File: src/design/sdes_pkg.sv
// Package for the simplified DES block cipher unit.
// Holds the subkey type, the S-box tables and the fixed bit permutations.
// Depends on nothing; every design file references it by scoped names.
`timescale 1ns / 1ps

package sdes_pkg;

  localparam int unsigned KeyW   = 10;
  localparam int unsigned BlockW = 8;
  localparam int unsigned HalfW  = 4;

  typedef logic [KeyW-1:0]   key_t;
  typedef logic [BlockW-1:0] block_t;
  typedef logic [HalfW-1:0]  half_t;

  typedef struct packed {
    block_t k1;
    block_t k2;
  } subkeys_t;

  typedef enum logic {
    REQ_ENCRYPT = 1'b0,
    REQ_DECRYPT = 1'b1
  } req_type_e;

  // Entries are indexed by {row, column}, row first.
  localparam logic [1:0] SBOX0 [16] = '{
    2'd1, 2'd0, 2'd3, 2'd2,
    2'd3, 2'd2, 2'd1, 2'd0,
    2'd0, 2'd2, 2'd1, 2'd3,
    2'd3, 2'd1, 2'd3, 2'd2
  };

  localparam logic [1:0] SBOX1 [16] = '{
    2'd0, 2'd1, 2'd2, 2'd3,
    2'd2, 2'd0, 2'd1, 2'd3,
    2'd3, 2'd0, 2'd1, 2'd0,
    2'd2, 2'd1, 2'd0, 2'd3
  };

  function automatic key_t perm_p10(key_t v);
    return {v[7], v[5], v[8], v[3], v[6], v[0], v[9], v[1], v[2], v[4]};
  endfunction

  function automatic block_t perm_p8(key_t v);
    return {v[4], v[7], v[3], v[6], v[2], v[5], v[0], v[1]};
  endfunction

  function automatic block_t perm_ip(block_t v);
    return {v[6], v[2], v[5], v[7], v[4], v[0], v[3], v[1]};
  endfunction

  function automatic block_t perm_ip_inv(block_t v);
    return {v[4], v[7], v[5], v[3], v[1], v[6], v[0], v[2]};
  endfunction

  function automatic block_t perm_ep(half_t v);
    return {v[0], v[3], v[2], v[1], v[2], v[1], v[0], v[3]};
  endfunction

  function automatic half_t perm_p4(half_t v);
    return {v[2], v[0], v[1], v[3]};
  endfunction

endpackage

File: src/design/sdes_key_sched.sv
// Key register and subkey derivation for the simplified DES unit.
// Holds the 10-bit master key written over the configuration channel.
// Depends on sdes_pkg for the P10 and P8 permutations and the subkey type.
`timescale 1ns / 1ps

module sdes_key_sched (
  input  logic              clk_i,
  input  logic              rst_ni,
  input  logic              key_we_i,
  input  sdes_pkg::key_t    key_i,
  output sdes_pkg::subkeys_t subkeys_o
);

  sdes_pkg::key_t key_q;
  sdes_pkg::key_t key_p10;
  logic [4:0]     hi1;
  logic [4:0]     lo1;
  logic [4:0]     hi3;
  logic [4:0]     lo3;

  always_ff @(posedge clk_i or negedge rst_ni) begin
    if (!rst_ni) begin
      key_q <= '0;
    end else if (key_we_i) begin
      key_q <= key_i;
    end
  end

  always_comb begin
    key_p10      = sdes_pkg::perm_p10(key_q);
    hi1          = {key_p10[8:5], key_p10[9]};
    lo1          = {key_p10[3:0], key_p10[4]};
    hi3          = {hi1[2:0], hi1[4:3]};
    lo3          = {lo1[2:0], lo1[4:3]};
    subkeys_o.k1 = sdes_pkg::perm_p8({hi1, lo1});
    subkeys_o.k2 = sdes_pkg::perm_p8({hi3, lo3});
  end

endmodule

File: src/design/sdes_round_f.sv
// Round function F of the simplified DES unit.
// Expands a 4-bit half, mixes in a subkey, applies S0 and S1, then P4.
// Depends on sdes_pkg for the permutations and S-box tables.
`timescale 1ns / 1ps

module sdes_round_f (
  input  sdes_pkg::half_t  half_i,
  input  sdes_pkg::block_t subkey_i,
  output sdes_pkg::half_t  f_o
);

  sdes_pkg::block_t mix;
  logic [1:0]       s0;
  logic [1:0]       s1;

  always_comb begin
    mix = sdes_pkg::perm_ep(half_i) ^ subkey_i;
    s0  = sdes_pkg::SBOX0[{mix[7], mix[4], mix[6:5]}];
    s1  = sdes_pkg::SBOX1[{mix[3], mix[0], mix[2:1]}];
    f_o = sdes_pkg::perm_p4({s0, s1});
  end

endmodule

File: src/design/simplified_des_block_cipher_unit.sv
// Top level of the simplified DES block cipher unit.
// Instantiates sdes_key_sched and two sdes_round_f rounds; uses sdes_pkg.
//
// Usage: the input channel (in_valid_i, in_stall_o) carries one 8-bit block
// and a request type per transaction: encrypt uses the subkeys K1 then K2,
// decrypt uses K2 then K1. The output channel (out_valid_o, out_stall_i)
// returns one 8-bit block per input transaction, in order.
// The key is written over the configuration channel (cfg_valid_i,
// cfg_ready_o, cfg_data_i); cfg_ready_o is always high. The key must only
// be changed while no transaction is in flight.
// The result passes through the input register, then through both rounds
// combinationally into the output register. The unit takes one block per
// clock cycle while the receiver does not stall.
// Reset clears the key to zero and empties both register stages.
// When the receiver stalls, the result holds in the output register and
// the input register takes one more transaction if it is empty, then
// in_stall_o rises; the pipeline resumes at full rate once the stall is released.
`timescale 1ns / 1ps

module simplified_des_block_cipher_unit (
  input  logic       clk_i,
  input  logic       rst_ni,
  input  logic       cfg_valid_i,
  output logic       cfg_ready_o,
  input  logic [9:0] cfg_data_i,
  input  logic       in_valid_i,
  output logic       in_stall_o,
  input  logic       req_type_i,
  input  logic [7:0] data_in_i,
  output logic       out_valid_o,
  input  logic       out_stall_i,
  output logic [7:0] data_out_o
);

  sdes_pkg::subkeys_t subkeys;
  sdes_pkg::req_type_e req_q;
  sdes_pkg::block_t   data_q;
  sdes_pkg::block_t   result_q;
  sdes_pkg::block_t   result_d;
  sdes_pkg::block_t   key_a;
  sdes_pkg::block_t   key_b;
  sdes_pkg::block_t   init_perm;
  sdes_pkg::half_t    left_1;
  sdes_pkg::half_t    right_2;
  sdes_pkg::half_t    f_1;
  sdes_pkg::half_t    f_2;
  logic               in_vld_q;
  logic               out_vld_q;
  logic               in_load;
  logic               out_load;

  assign cfg_ready_o = 1'b1;

  sdes_key_sched u_key_sched (
    .clk_i     (clk_i),
    .rst_ni    (rst_ni),
    .key_we_i  (cfg_valid_i),
    .key_i     (cfg_data_i),
    .subkeys_o (subkeys)
  );

  assign out_load   = !out_vld_q || !out_stall_i;
  assign in_load    = !in_vld_q || out_load;
  assign in_stall_o = !in_load;

  always_ff @(posedge clk_i or negedge rst_ni) begin
    if (!rst_ni) begin
      in_vld_q  <= 1'b0;
      out_vld_q <= 1'b0;
    end else begin
      if (in_load) begin
        in_vld_q <= in_valid_i;
      end
      if (out_load) begin
        out_vld_q <= in_vld_q;
      end
    end
  end

  always_ff @(posedge clk_i) begin
    if (in_load && in_valid_i) begin
      req_q  <= sdes_pkg::req_type_e'(req_type_i);
      data_q <= data_in_i;
    end
    if (out_load && in_vld_q) begin
      result_q <= result_d;
    end
  end

  always_comb begin
    if (req_q == sdes_pkg::REQ_DECRYPT) begin
      key_a = subkeys.k2;
      key_b = subkeys.k1;
    end else begin
      key_a = subkeys.k1;
      key_b = subkeys.k2;
    end
    init_perm = sdes_pkg::perm_ip(data_q);
  end

  sdes_round_f u_round_1 (
    .half_i   (init_perm[3:0]),
    .subkey_i (key_a),
    .f_o      (f_1)
  );

  assign left_1 = init_perm[7:4] ^ f_1;

  sdes_round_f u_round_2 (
    .half_i   (left_1),
    .subkey_i (key_b),
    .f_o      (f_2)
  );

  assign right_2  = init_perm[3:0] ^ f_2;
  assign result_d = sdes_pkg::perm_ip_inv({right_2, left_1});

  assign out_valid_o = out_vld_q;
  assign data_out_o  = result_q;

endmodule

File: config.mk
export PLATFORM = sky130hd
export DESIGN_NAME = simplified_des_block_cipher_unit
export DESIGN_NICKNAME = d
export VERILOG_FILES = /design/src/design/sdes_pkg.sv /design/src/design/sdes_key_sched.sv /design/src/design/sdes_round_f.sv /design/src/design/simplified_des_block_cipher_unit.sv
export SDC_FILE = /design/constraint.sdc
export NUM_CORES = 1
export LEC_CHECK = 0
export CAP_MARGIN = 20
export CORE_MARGIN = 5
export CORE_UTILIZATION = 55
export DETAILED_ROUTE_END_ITERATION = 8
export DONT_BUFFER_PORTS = 1
export PLACE_DENSITY = 0.78
export SLEW_MARGIN = 10
export SYNTH_ARGS = -nofsm -noshare
export SYNTH_HDL_FRONTEND = slang
export SYNTH_SLANG_ARGS = --single-unit
File: constraint.sdc
create_clock -name clk_i -period 3.1 [get_ports clk_i]
set_clock_uncertainty 0.05 [all_clocks]
set_input_delay 0.62 -clock clk_i [delete_from_list [all_inputs] [get_ports clk_i]]
set_output_delay 0.62 -clock clk_i [all_outputs]
set_load 0.02 [all_outputs]
==> impl_metrics.ini, run 1 <==
[run_status]
run_status = finished clean

[cts]
clockRootBuffer = clkbuf_4
cts.path.max_buffers = 2
cts.sink_count = 29
numCtsBuffers = 5
htree_levels = 2
clkLatencyLatePin_ns = 0.32
cts_tree = yes
clkTransAtPathRegs_ns = 0.09

[synth]
synth.distinct_cells = 36
yosys.area_share.simple_pct = 3.68
synth-adder-area-share_pct = 1.42
yosysWarnings = 0
synth-edff-count = 17
synth_commonest_cells = 23 x xnor2_1, 19 x mux2i_1, 17 x edfxtp_1
synth_xor_area_share_pct = 18.6
synth_top_family_by_area = multiplexers
synth_flop_cell = edfxtp_1
ys_ff_latch = 29
synth_nets = 159
synth_top_area_share_pct = 28.9
yosysMostFrequentCell = xnor2_1
synth_compound_area_share_pct = 5.45
synthMuxAreaShare_pct = 21.7
synth_area_leaders = edfxtp_1 29%, dfrtp_1 17%, xnor2_1 11%
avgSynthCellArea_um2 = 13.3
netlist_area_um2 = 1770
seq_area_frac_synth_pct = 45.9
synth_top_area_cell = edfxtp_1
syn_inst = 133
synthArstFlopShare_pct = 41.4

[route]
routedWlPerCell_um = 17.1
drt.antenna.violating_nets = 0
drcViolationCount = 0
totalWireLength_mm = 3.14
num_vias = 1000
dr.pass1.iters = 4
drtIter0Drc = 21
via_per_inst = 5.43

[placed_design]
place.gp.congestion = 0.804
dpl.hpwl_mm = 2.45
dp_slack_ns = 0.137
placed_area_um2 = 1810
portBuffers = 0
dp.cells = 175

[floorplanning]
die_width_um = 66.7
pin_count = 35
row_count = 20
initial_core_util_pct = 57.4
die_height_um = 66.7
coreArea_um2 = 3080
fp.dieArea_um2 = 4450

[global_route]
grt.total_usage_pct = 15.3
grt_max_degree = 18
grt_pass1_wl_mm = 4.86
overflow = 0
grt_antenna_before_repair = 0
grt_pass1_vias = 1039

[final_layout]
instances_no_fill = 184
n_fill_cell = 262
area_growth_pct = 8.92
num_antenna_cells = 0
stdcell_area_um2 = 1920
fin_nets = 165
seqCellArea_um2 = 811
multi_input_area_um2 = 931
layout-drive-gt1-share_pct = 22.9

[sta]
fmax_mhz = 335
tightestPinTransition_ns = 0.507
setup_viol = 0
slew_headroom_pct = 66.1
hold_viol = 0
drv_slew = 0
min_period_ns = 2.99
tns_ns = 0
timing.final.ws_setup_ns = 0.111
finalCritPeriodShare_pct = 96.4

[worst_setup_path]
critPathRequiredTime_ns = 3.12
arrival_ns = 3.01
cp_max_fo = 17
rrSetupSlack_ns = 0.11
crit_type = register to register
crit_path_start = req_q
r2r_start = req_q
r2r-end = data_out_o[5]
cp-end-kind = register
r2r_cells = 13
cp-start-kind = register

[power]
ir_worst_vdd_uv = 297
power_density_nw_per_um2 = 747
p_leak_nw = 0.746
combPwrFrac_pct = 38.2
swShare_pct = 34.4
p_switching_w = 0.000494
power.internal_w = 0.000943
p_seq_share_pct = 41.3
fin_total_pwr_w = 0.00144
p_clk_share_pct = 20.4

[worst_hold_path]
min_path_type = primary input to register
hold_start = data_in_i[3]
hold_end = data_q[3]
holdPathStages = 0

[flow_run]
max_cap_viol_count = 0
worst max-delay path by stage:
stage	cells past startpoint	endpoint	slack (ns)
2_1_floorplan	13	data_out_o[5]	0.31
3_3_place_gp	9	data_out_o[6]	0.27
4_1_cts	12	data_out_o[5]	0.12
5_1_grt	13	data_out_o[5]	-0.16
6_report	13	data_out_o[5]	0.11
3_5_place_dp	12	data_out_o[5]	0.14
power groups by stage:
stage          clock network [W]  registers (W)  logic, W
5_1_grt                 0.000322       0.000602  0.000599
2_1_floorplan                  0       0.000587  0.000451
3_5_place_dp                   0       0.000604  0.000521
6_report                0.000294       0.000594  0.000549
3_3_place_gp                   0       0.000599  0.000493
4_1_cts                 0.000302       0.000595  0.000527
repair_timing:
item,4_1_cts,5_1_grt
endpoints found under the hold margin,12,0
hold buffers,1,0
gates resized for setup,0,4
buffers inserted,0,0
endpoints found under the setup margin,0,1
worst max-delay path: stages (launching register included):
cell and delay [ns]:
edfxtp_1 0.42, buf_12 0.18, mux2i_1 0.13, xnor2_1 0.27
inv_1 0.09, ha_1 0.21, mux2i_1 0.27, mux2i_4 0.17
xnor2_2 0.22, ha_1 0.17, inv_1 0.04, mux2_2 0.26
mux2i_1 0.17, xor2_1 0.09
layout make-up:
cell class / instances / area share (%)
tap: 44 / 2.86
multi-input combinational: 96 / 48.4
timing repair buffer: 3 / 1.95
clock inverter: 2 / 1.76
sequential: 29 / 42.1
clock buffer: 6 / 2.15
inverter: 4 / 0.780
sequential cells by signal (all words and copies together) (netlist names):
name               cells
data_q                 8
req_q                  1
u_key_sched.key_q     10
out_valid_o            1
data_out_o             8
in_vld_q               1
metrics by stage:
| stage | utilization, % | hold slack [ns] |
|---|---|---|
| 2_1_floorplan | - | 0.274 |
| 3_3_place_gp | 58.9 | 0.275 |
| 3_5_place_dp | 58.9 | 0.275 |
| 4_1_cts | 61.6 | 0.327 |
| 5_1_grt | 62.5 | 0.313 |
| 6_report | 62.5 | 0.344 |
per-layer routing:
metal | vias to the layer above | part of all wire, % | GRT usage (%)
li1 | 477 | - | -
met3 | 4 | 4.5 | 5.06
met5 | - | 0 | 0
met4 | 0 | 1.2 | 4.57
met1 | 491 | 39 | 16.2
met2 | 28 | 55 | 28.2
cells in the final DEF (no fill, tap or decap), drive strengths merged:
cell / n
bufinv: 1
nand3: 1
mux2i: 22
clkinv: 1
dfrtp: 12
mux2: 12
a211oi: 2
buf: 2
a21o: 1
a22oi: 1
xor2: 10
ha: 2
nand2b: 2
o22ai: 2
or3: 1
a21oi: 2
a21boi: 2
nor2: 1
and2: 1
nand2: 2
xnor2: 25
o32ai: 1
a21bo: 1
inv: 4
or2: 1
clkbuf: 6
edfxtp: 17
conb: 1
nor3: 1
nor2b: 2
dlygate4sd3: 1
cell families (layout without fill, tap and decap cells):
group           after synthesis  count (layout)
xor+xnor                     35              35
simple gates                 12              12
mux                          34              34
compound gates               12              12
fa+ha+maj                     2               2
flops                        29              29
other cells                   1               1
buf+inv                       8              15
No activity file was read; power rests on OpenSTA's default activity.
==> inputs of run 2 (changes only) <==
ABC_AREA = 1   (was unset)
CELL_PAD_IN_SITES_DETAIL_PLACEMENT = 1   (was unset)
CELL_PAD_IN_SITES_GLOBAL_PLACEMENT = 1   (was unset)
CORE_UTILIZATION = 45   (was 55)
PLACE_DENSITY = 0.87   (was 0.78)
==> impl_metrics.ini, run 2 <==
[worst_setup_path]
slowest_stage = edfxtp_1
crit_type = register to register
cp-start-kind = register
cp_max_fo = 8
crit_chain = inv_6 > nand2_1 > nand3_1 > nand2_2 > ha_1 > or2_2 > nand3_2 > nand3b_1 > nand2_1 > ha_1 > or2_0 > nand3_1 > nand2_1
critPathRequiredTime_ns = 3.09
arrival_ns = 2.84
max_stage_delay_ns = 0.53
cp-end-kind = register
crit_path_frequent_cell = nand2_1

[route]
routedWlPerCell_um = 15.2
totalWireLength_mm = 5.91
drt.antenna.violating_nets = 0
via_per_inst = 5.35
num_vias = 2082
drcViolationCount = 0
dr.pass1.iters = 4
drtIter0Drc = 100

[synth]
syn_inst = 316
synth-edff-count = 17
synth_top_area_share_pct = 23.1
synth.distinct_cells = 23
ys_ff_latch = 29
seq_area_frac_synth_pct = 36.7
synth_flop_cell = edfxtp_1
avgSynthCellArea_um2 = 6.98
synth_commonest_cells = 121 x nand2_1, 64 x nand3_1, 31 x inv_1
synth_nets = 342
yosysWarnings = 0
netlist_area_um2 = 2210
synth_top_area_cell = edfxtp_1
synth_area_leaders = edfxtp_1 23%, nand2_1 21%, nand3_1 15%
yosysMostFrequentCell = nand2_1
synthArstFlopShare_pct = 41.4

[sta]
tns_ns = 0
finalCritPeriodShare_pct = 91.9
tightestPinTransition_ns = 0.914
slew_headroom_pct = 39.1
hold_viol = 0
setup_viol = 0
hold-worst-slack_ns = 0.374
rsz0062_at_grt = no
min_period_ns = 2.85
drv_slew = 0
fmax_mhz = 351

[floorplanning]
die_height_um = 80.0
row_count = 25
fp.dieArea_um2 = 6410
coreArea_um2 = 4750
die_width_um = 80.0
initial_core_util_pct = 46.4
pin_count = 35

[final_layout]
largest-register = u_key_sched.key_q
num_antenna_cells = 0
layout_commonest_cell = nand2_1
fin_nets = 347
largest_reg_flops = 10
final_core_util_pct = 49.6
layout-drive-gt1-share_pct = 17.1
layout_common_cells = 121 x nand2_1, 64 x nand3_1, 31 x inv_1
n_fill_cell = 641
seqCellArea_um2 = 811
area_growth_pct = 6.80
multi_input_area_um2 = 1210

[power]
p_leak_nw = 1.21
power_density_nw_per_um2 = 569
ir_worst_vdd_uv = 266

[cts]
clkTransAtPathRegs_ns = 0.07
clockRootBuffer = clkbuf_8
cts.sink_count = 29
numCtsBuffers = 5
cts.path.max_buffers = 2
htree_levels = 2
cts_tree = yes
clkLatencyLatePin_ns = 0.29

[global_route]
grt_max_degree = 20
grt_pass1_vias = 2081
grt.total_usage_pct = 19.7
overflow = 0
grt_antenna_before_repair = 0
grt_pass1_wl_mm = 9.63

[placed_design]
place.gp.congestion = 0.873
portBuffers = 0
dpl.hpwl_mm = 4.97

[worst_hold_path]
min_path_type = primary input to register

[flow_run]
max_cap_viol_count = 0

[run_status]
run_status = finished clean
run 2: final timing paths:
path / slack (ns) / cells after the start / start / end
setup reg to reg: 0.25 / 13 / req_q / data_out_o[5]
setup / recovery: 0.25 / 13 / req_q / data_out_o[5]
hold reg to reg: 0.42 / 2 / in_vld_q / out_valid_o
hold / removal: 0.37 / 0 / data_in_i[5] / data_q[5]
max in group asynchronous: 1.97 / 1 / rst_ni / u_key_sched.key_q[5]
min in group asynchronous: 0.69 / 1 / rst_ni / in_vld_q
run 2: per-layer routing:
metal  GRT usage, %  wire length, um  vias up  share of wire [%]
met3           5.19              253       14                4.3
met4           7.60              138        0                2.3
li1               -                -     1032                  -
met5              0                0        -                  0
met1           23.2             2610      986                 44
met2           34.0             2920       50                 49
run 2: critical path, delay by kind of cell (launching register included):
kind	cells	cell delay (ns)
fa+ha+maj	2	0.58
buf+inv	1	0.14
flops	1	0.53
simple gates	10	1.29
run 2: where the power goes:
group | internal (W) | leakage, nW | switching (W)
Sequential | 0.000470 | 0.307 | 0.0000591
Clock | 0.000176 | 0.0486 | 0.000150
Combinational | 0.000159 | 0.856 | 0.000328
run 2: area by class of cell:
| type | instances | area share, % |
|---|---|---|
| Sequential cell | 29 | 34.4 |
| Inverter | 33 | 5.47 |
| Timing Repair Buffer | 4 | 1.38 |
| Multi-Input combinational cell | 248 | 51.3 |
| Clock buffer | 6 | 3.50 |
| Clock inverter | 2 | 0.372 |
| Tap cell | 67 | 3.56 |
run 2: logic make-up (layout without fill, tap and decap cells):
group                    count (synthesis)  in the layout  synth area share (%)
buffers and inverters                   39             45                  8.45
adder cells (fa/ha/maj)                  2              2                  1.13
flip-flops                              29             29                  36.7
multiplexers                             1              1                 0.510
AO/OA/AOI/OAI                           13             13                  2.95
other                                    1              1                 0.170
AND/OR/NAND/NOR                        231            231                  50.1
run 2: stage by stage:
step / cell area [um2] / setup slack (ns) / total power, W / std cells
6_report: 2360 / 0.250 / 0.00134 / 389
5_1_grt: 2360 / 0.0575 / 0.00144 / 389
4_1_cts: 2360 / 0.273 / 0.00135 / 389
3_5_place_dp: 2260 / 0.312 / 0.00102 / 380
3_3_place_gp: 2260 / 0.397 / 0.00100 / 380
2_1_floorplan: 2210 / 0.469 / 0.000915 / 316
run 2: repair_timing:
item                                    4_1_cts  5_1_grt
hold buffers                                  1        0
resized for setup                             0        0
hold endpoints to repair                     12        0
setup buffers                                 0        0
endpoints found under the setup margin        0        0
==> inputs of run 3 (changes only) <==
PLACE_DENSITY = unset   (was 0.87)
PLACE_DENSITY_LB_ADDON = 0.05   (was unset)
==> impl_metrics.ini, run 3 (same netlist as run 2, synthesis figures left out) <==
[global_route]
grt.total_usage_pct = 20.6
grt_antenna_before_repair = 0
grt_pass1_wl_mm = 10.1
grt_max_degree = 20
overflow = 0
grt_pass1_vias = 2110

[cts]
htree_levels = 2
cts.path.max_buffers = 2
cts.sink_count = 29
clkTransAtPathRegs_ns = 0.07
cts_tree = yes
clockRootBuffer = clkbuf_8
cts_resized = 0
clkLatencyLatePin_ns = 0.29
numCtsBuffers = 5

[route]
totalWireLength_mm = 5.91
routedWlPerCell_um = 15.1
drtIter0Drc = 80
drt.antenna.violating_nets = 0
drcViolationCount = 0
dr.pass1.iters = 4
num_vias = 2011
via_per_inst = 5.14

[placed_design]
dpl.hpwl_mm = 4.97
place.gp.congestion = 0.859
portBuffers = 0

[power]
fin_total_pwr_w = 0.00143
ir_worst_vdd_uv = 265
combPwrFrac_pct = 34.1
power_density_nw_per_um2 = 598
p_leak_nw = 1.23
swShare_pct = 37.7
power.internal_w = 0.000892
p_switching_w = 0.000541
p_clk_share_pct = 29.1
p_seq_share_pct = 36.8

[floorplanning]
row_count = 25
coreArea_um2 = 4750
pin_count = 35
die_width_um = 80.0
fp.dieArea_um2 = 6410
initial_core_util_pct = 46.4
die_height_um = 80.0

[flow_run]
max_cap_viol_count = 0

[worst_setup_path]
cp_max_fo = 8
cp-end-kind = register
r2r-end = data_out_o[5]
crit_type = register to register
cp-endpoint = data_out_o[5]
rrSetupSlack_ns = 0.30
critPathRequiredTime_ns = 3.10
cp-start-kind = register
r2r_cells = 13
arrival_ns = 2.79
r2r_start = req_q
crit_path_start = req_q

[final_layout]
layout-drive-gt1-share_pct = 17.6
num_antenna_cells = 0
fin_nets = 349
largest_reg_flops = 10
largest-register = u_key_sched.key_q
layout_commonest_cell = nand2_1
area_growth_pct = 8.62
n_fill_cell = 646
layout_common_cells = 121 x nand2_1, 64 x nand3_1, 31 x inv_1

[sta]
finalCritPeriodShare_pct = 90.2
tightestPinTransition_ns = 0.819
fmax_mhz = 358
setup_viol = 0
slew_headroom_pct = 45.4
min_period_ns = 2.80
drv_slew = 0
hold_viol = 0
tns_ns = 0
rsz0062_at_grt = no

[worst_hold_path]
min_path_type = primary input to register

[run_status]
run_status = finished clean
## run 3: what timing repair did
item,4_1_cts,5_1_grt
setup buffers,0,0
endpoints found under the hold margin,12,0
hold buffers,1,0
## run 3: power groups by stage
stage	clock (W)	combinational (W)	sequential, W
after CTS	0.000422	0.000494	0.000528
final	0.000417	0.000489	0.000527
after global placement	0	0.000471	0.000534
after global routing	0.000445	0.000565	0.000531
after floorplan	0	0.000392	0.000523
after detailed placement	0	0.000488	0.000536
## run 3: worst min path at each step
| stage | startpoint | to | slack [ns] | cells past startpoint |
|---|---|---|---|---|
| 4_1_cts | data_in_i[7] | data_q[7] | 0.37 | 0 |
| 3_3_place_gp | rst_ni | out_valid_o | 0.27 | 0 |
| 3_5_place_dp | rst_ni | out_valid_o | 0.27 | 0 |
| 5_1_grt | data_in_i[3] | data_q[3] | 0.36 | 0 |
| 2_1_floorplan | rst_ni | in_vld_q | 0.27 | 0 |
| 6_report | data_in_i[7] | data_q[7] | 0.37 | 0 |
## run 3: final cells by class
| cell class | instances | area [um2] | area share [%] |
|---|---|---|---|
| clock buffer | 7 | 86.3 | 3.60 |
| clock inverter | 1 | 30.0 | 1.25 |
| inverter | 33 | 129 | 5.38 |
| multi-input combinational | 248 | 1210 | 50.5 |
| sequential | 29 | 811 | 33.8 |
| tap | 67 | 83.8 | 3.50 |
| timing repair buffer | 6 | 47.5 | 1.98 |
## run 3: metrics by stage
step	setup slack [ns]	util, %	cells	instance area (um2)	hold slack [ns]
2_1_floorplan	0.469	-	316	2210	0.274
3_3_place_gp	0.405	47.8	382	2270	0.275
3_5_place_dp	0.292	47.8	382	2270	0.275
4_1_cts	0.283	50.4	391	2400	0.366
5_1_grt	0.112	50.4	391	2400	0.363
6_report	0.304	50.4	391	2400	0.367
## run 3: worst max-delay path: stages, from the launching register on
cell and delay [ns]:
edfxtp_1 0.53, inv_6 0.15, nand2_1 0.09, nand3_1 0.10, nand2_2 0.07, ha_1 0.31, or2_2 0.32, nand3_2 0.11
nand3b_1 0.08, nand2_1 0.13, ha_1 0.26, or2_0 0.22, nand3_1 0.08, nand2_1 0.05
## run 3: layer usage
layer | up-vias | global-route usage, % | share of wire, %
met5 | - | 0 | 0
met4 | 0 | 5.07 | 1.1
met3 | 6 | 3.72 | 3.5
met2 | 44 | 35.0 | 49
met1 | 927 | 26.8 | 46
li1 | 1034 | - | -
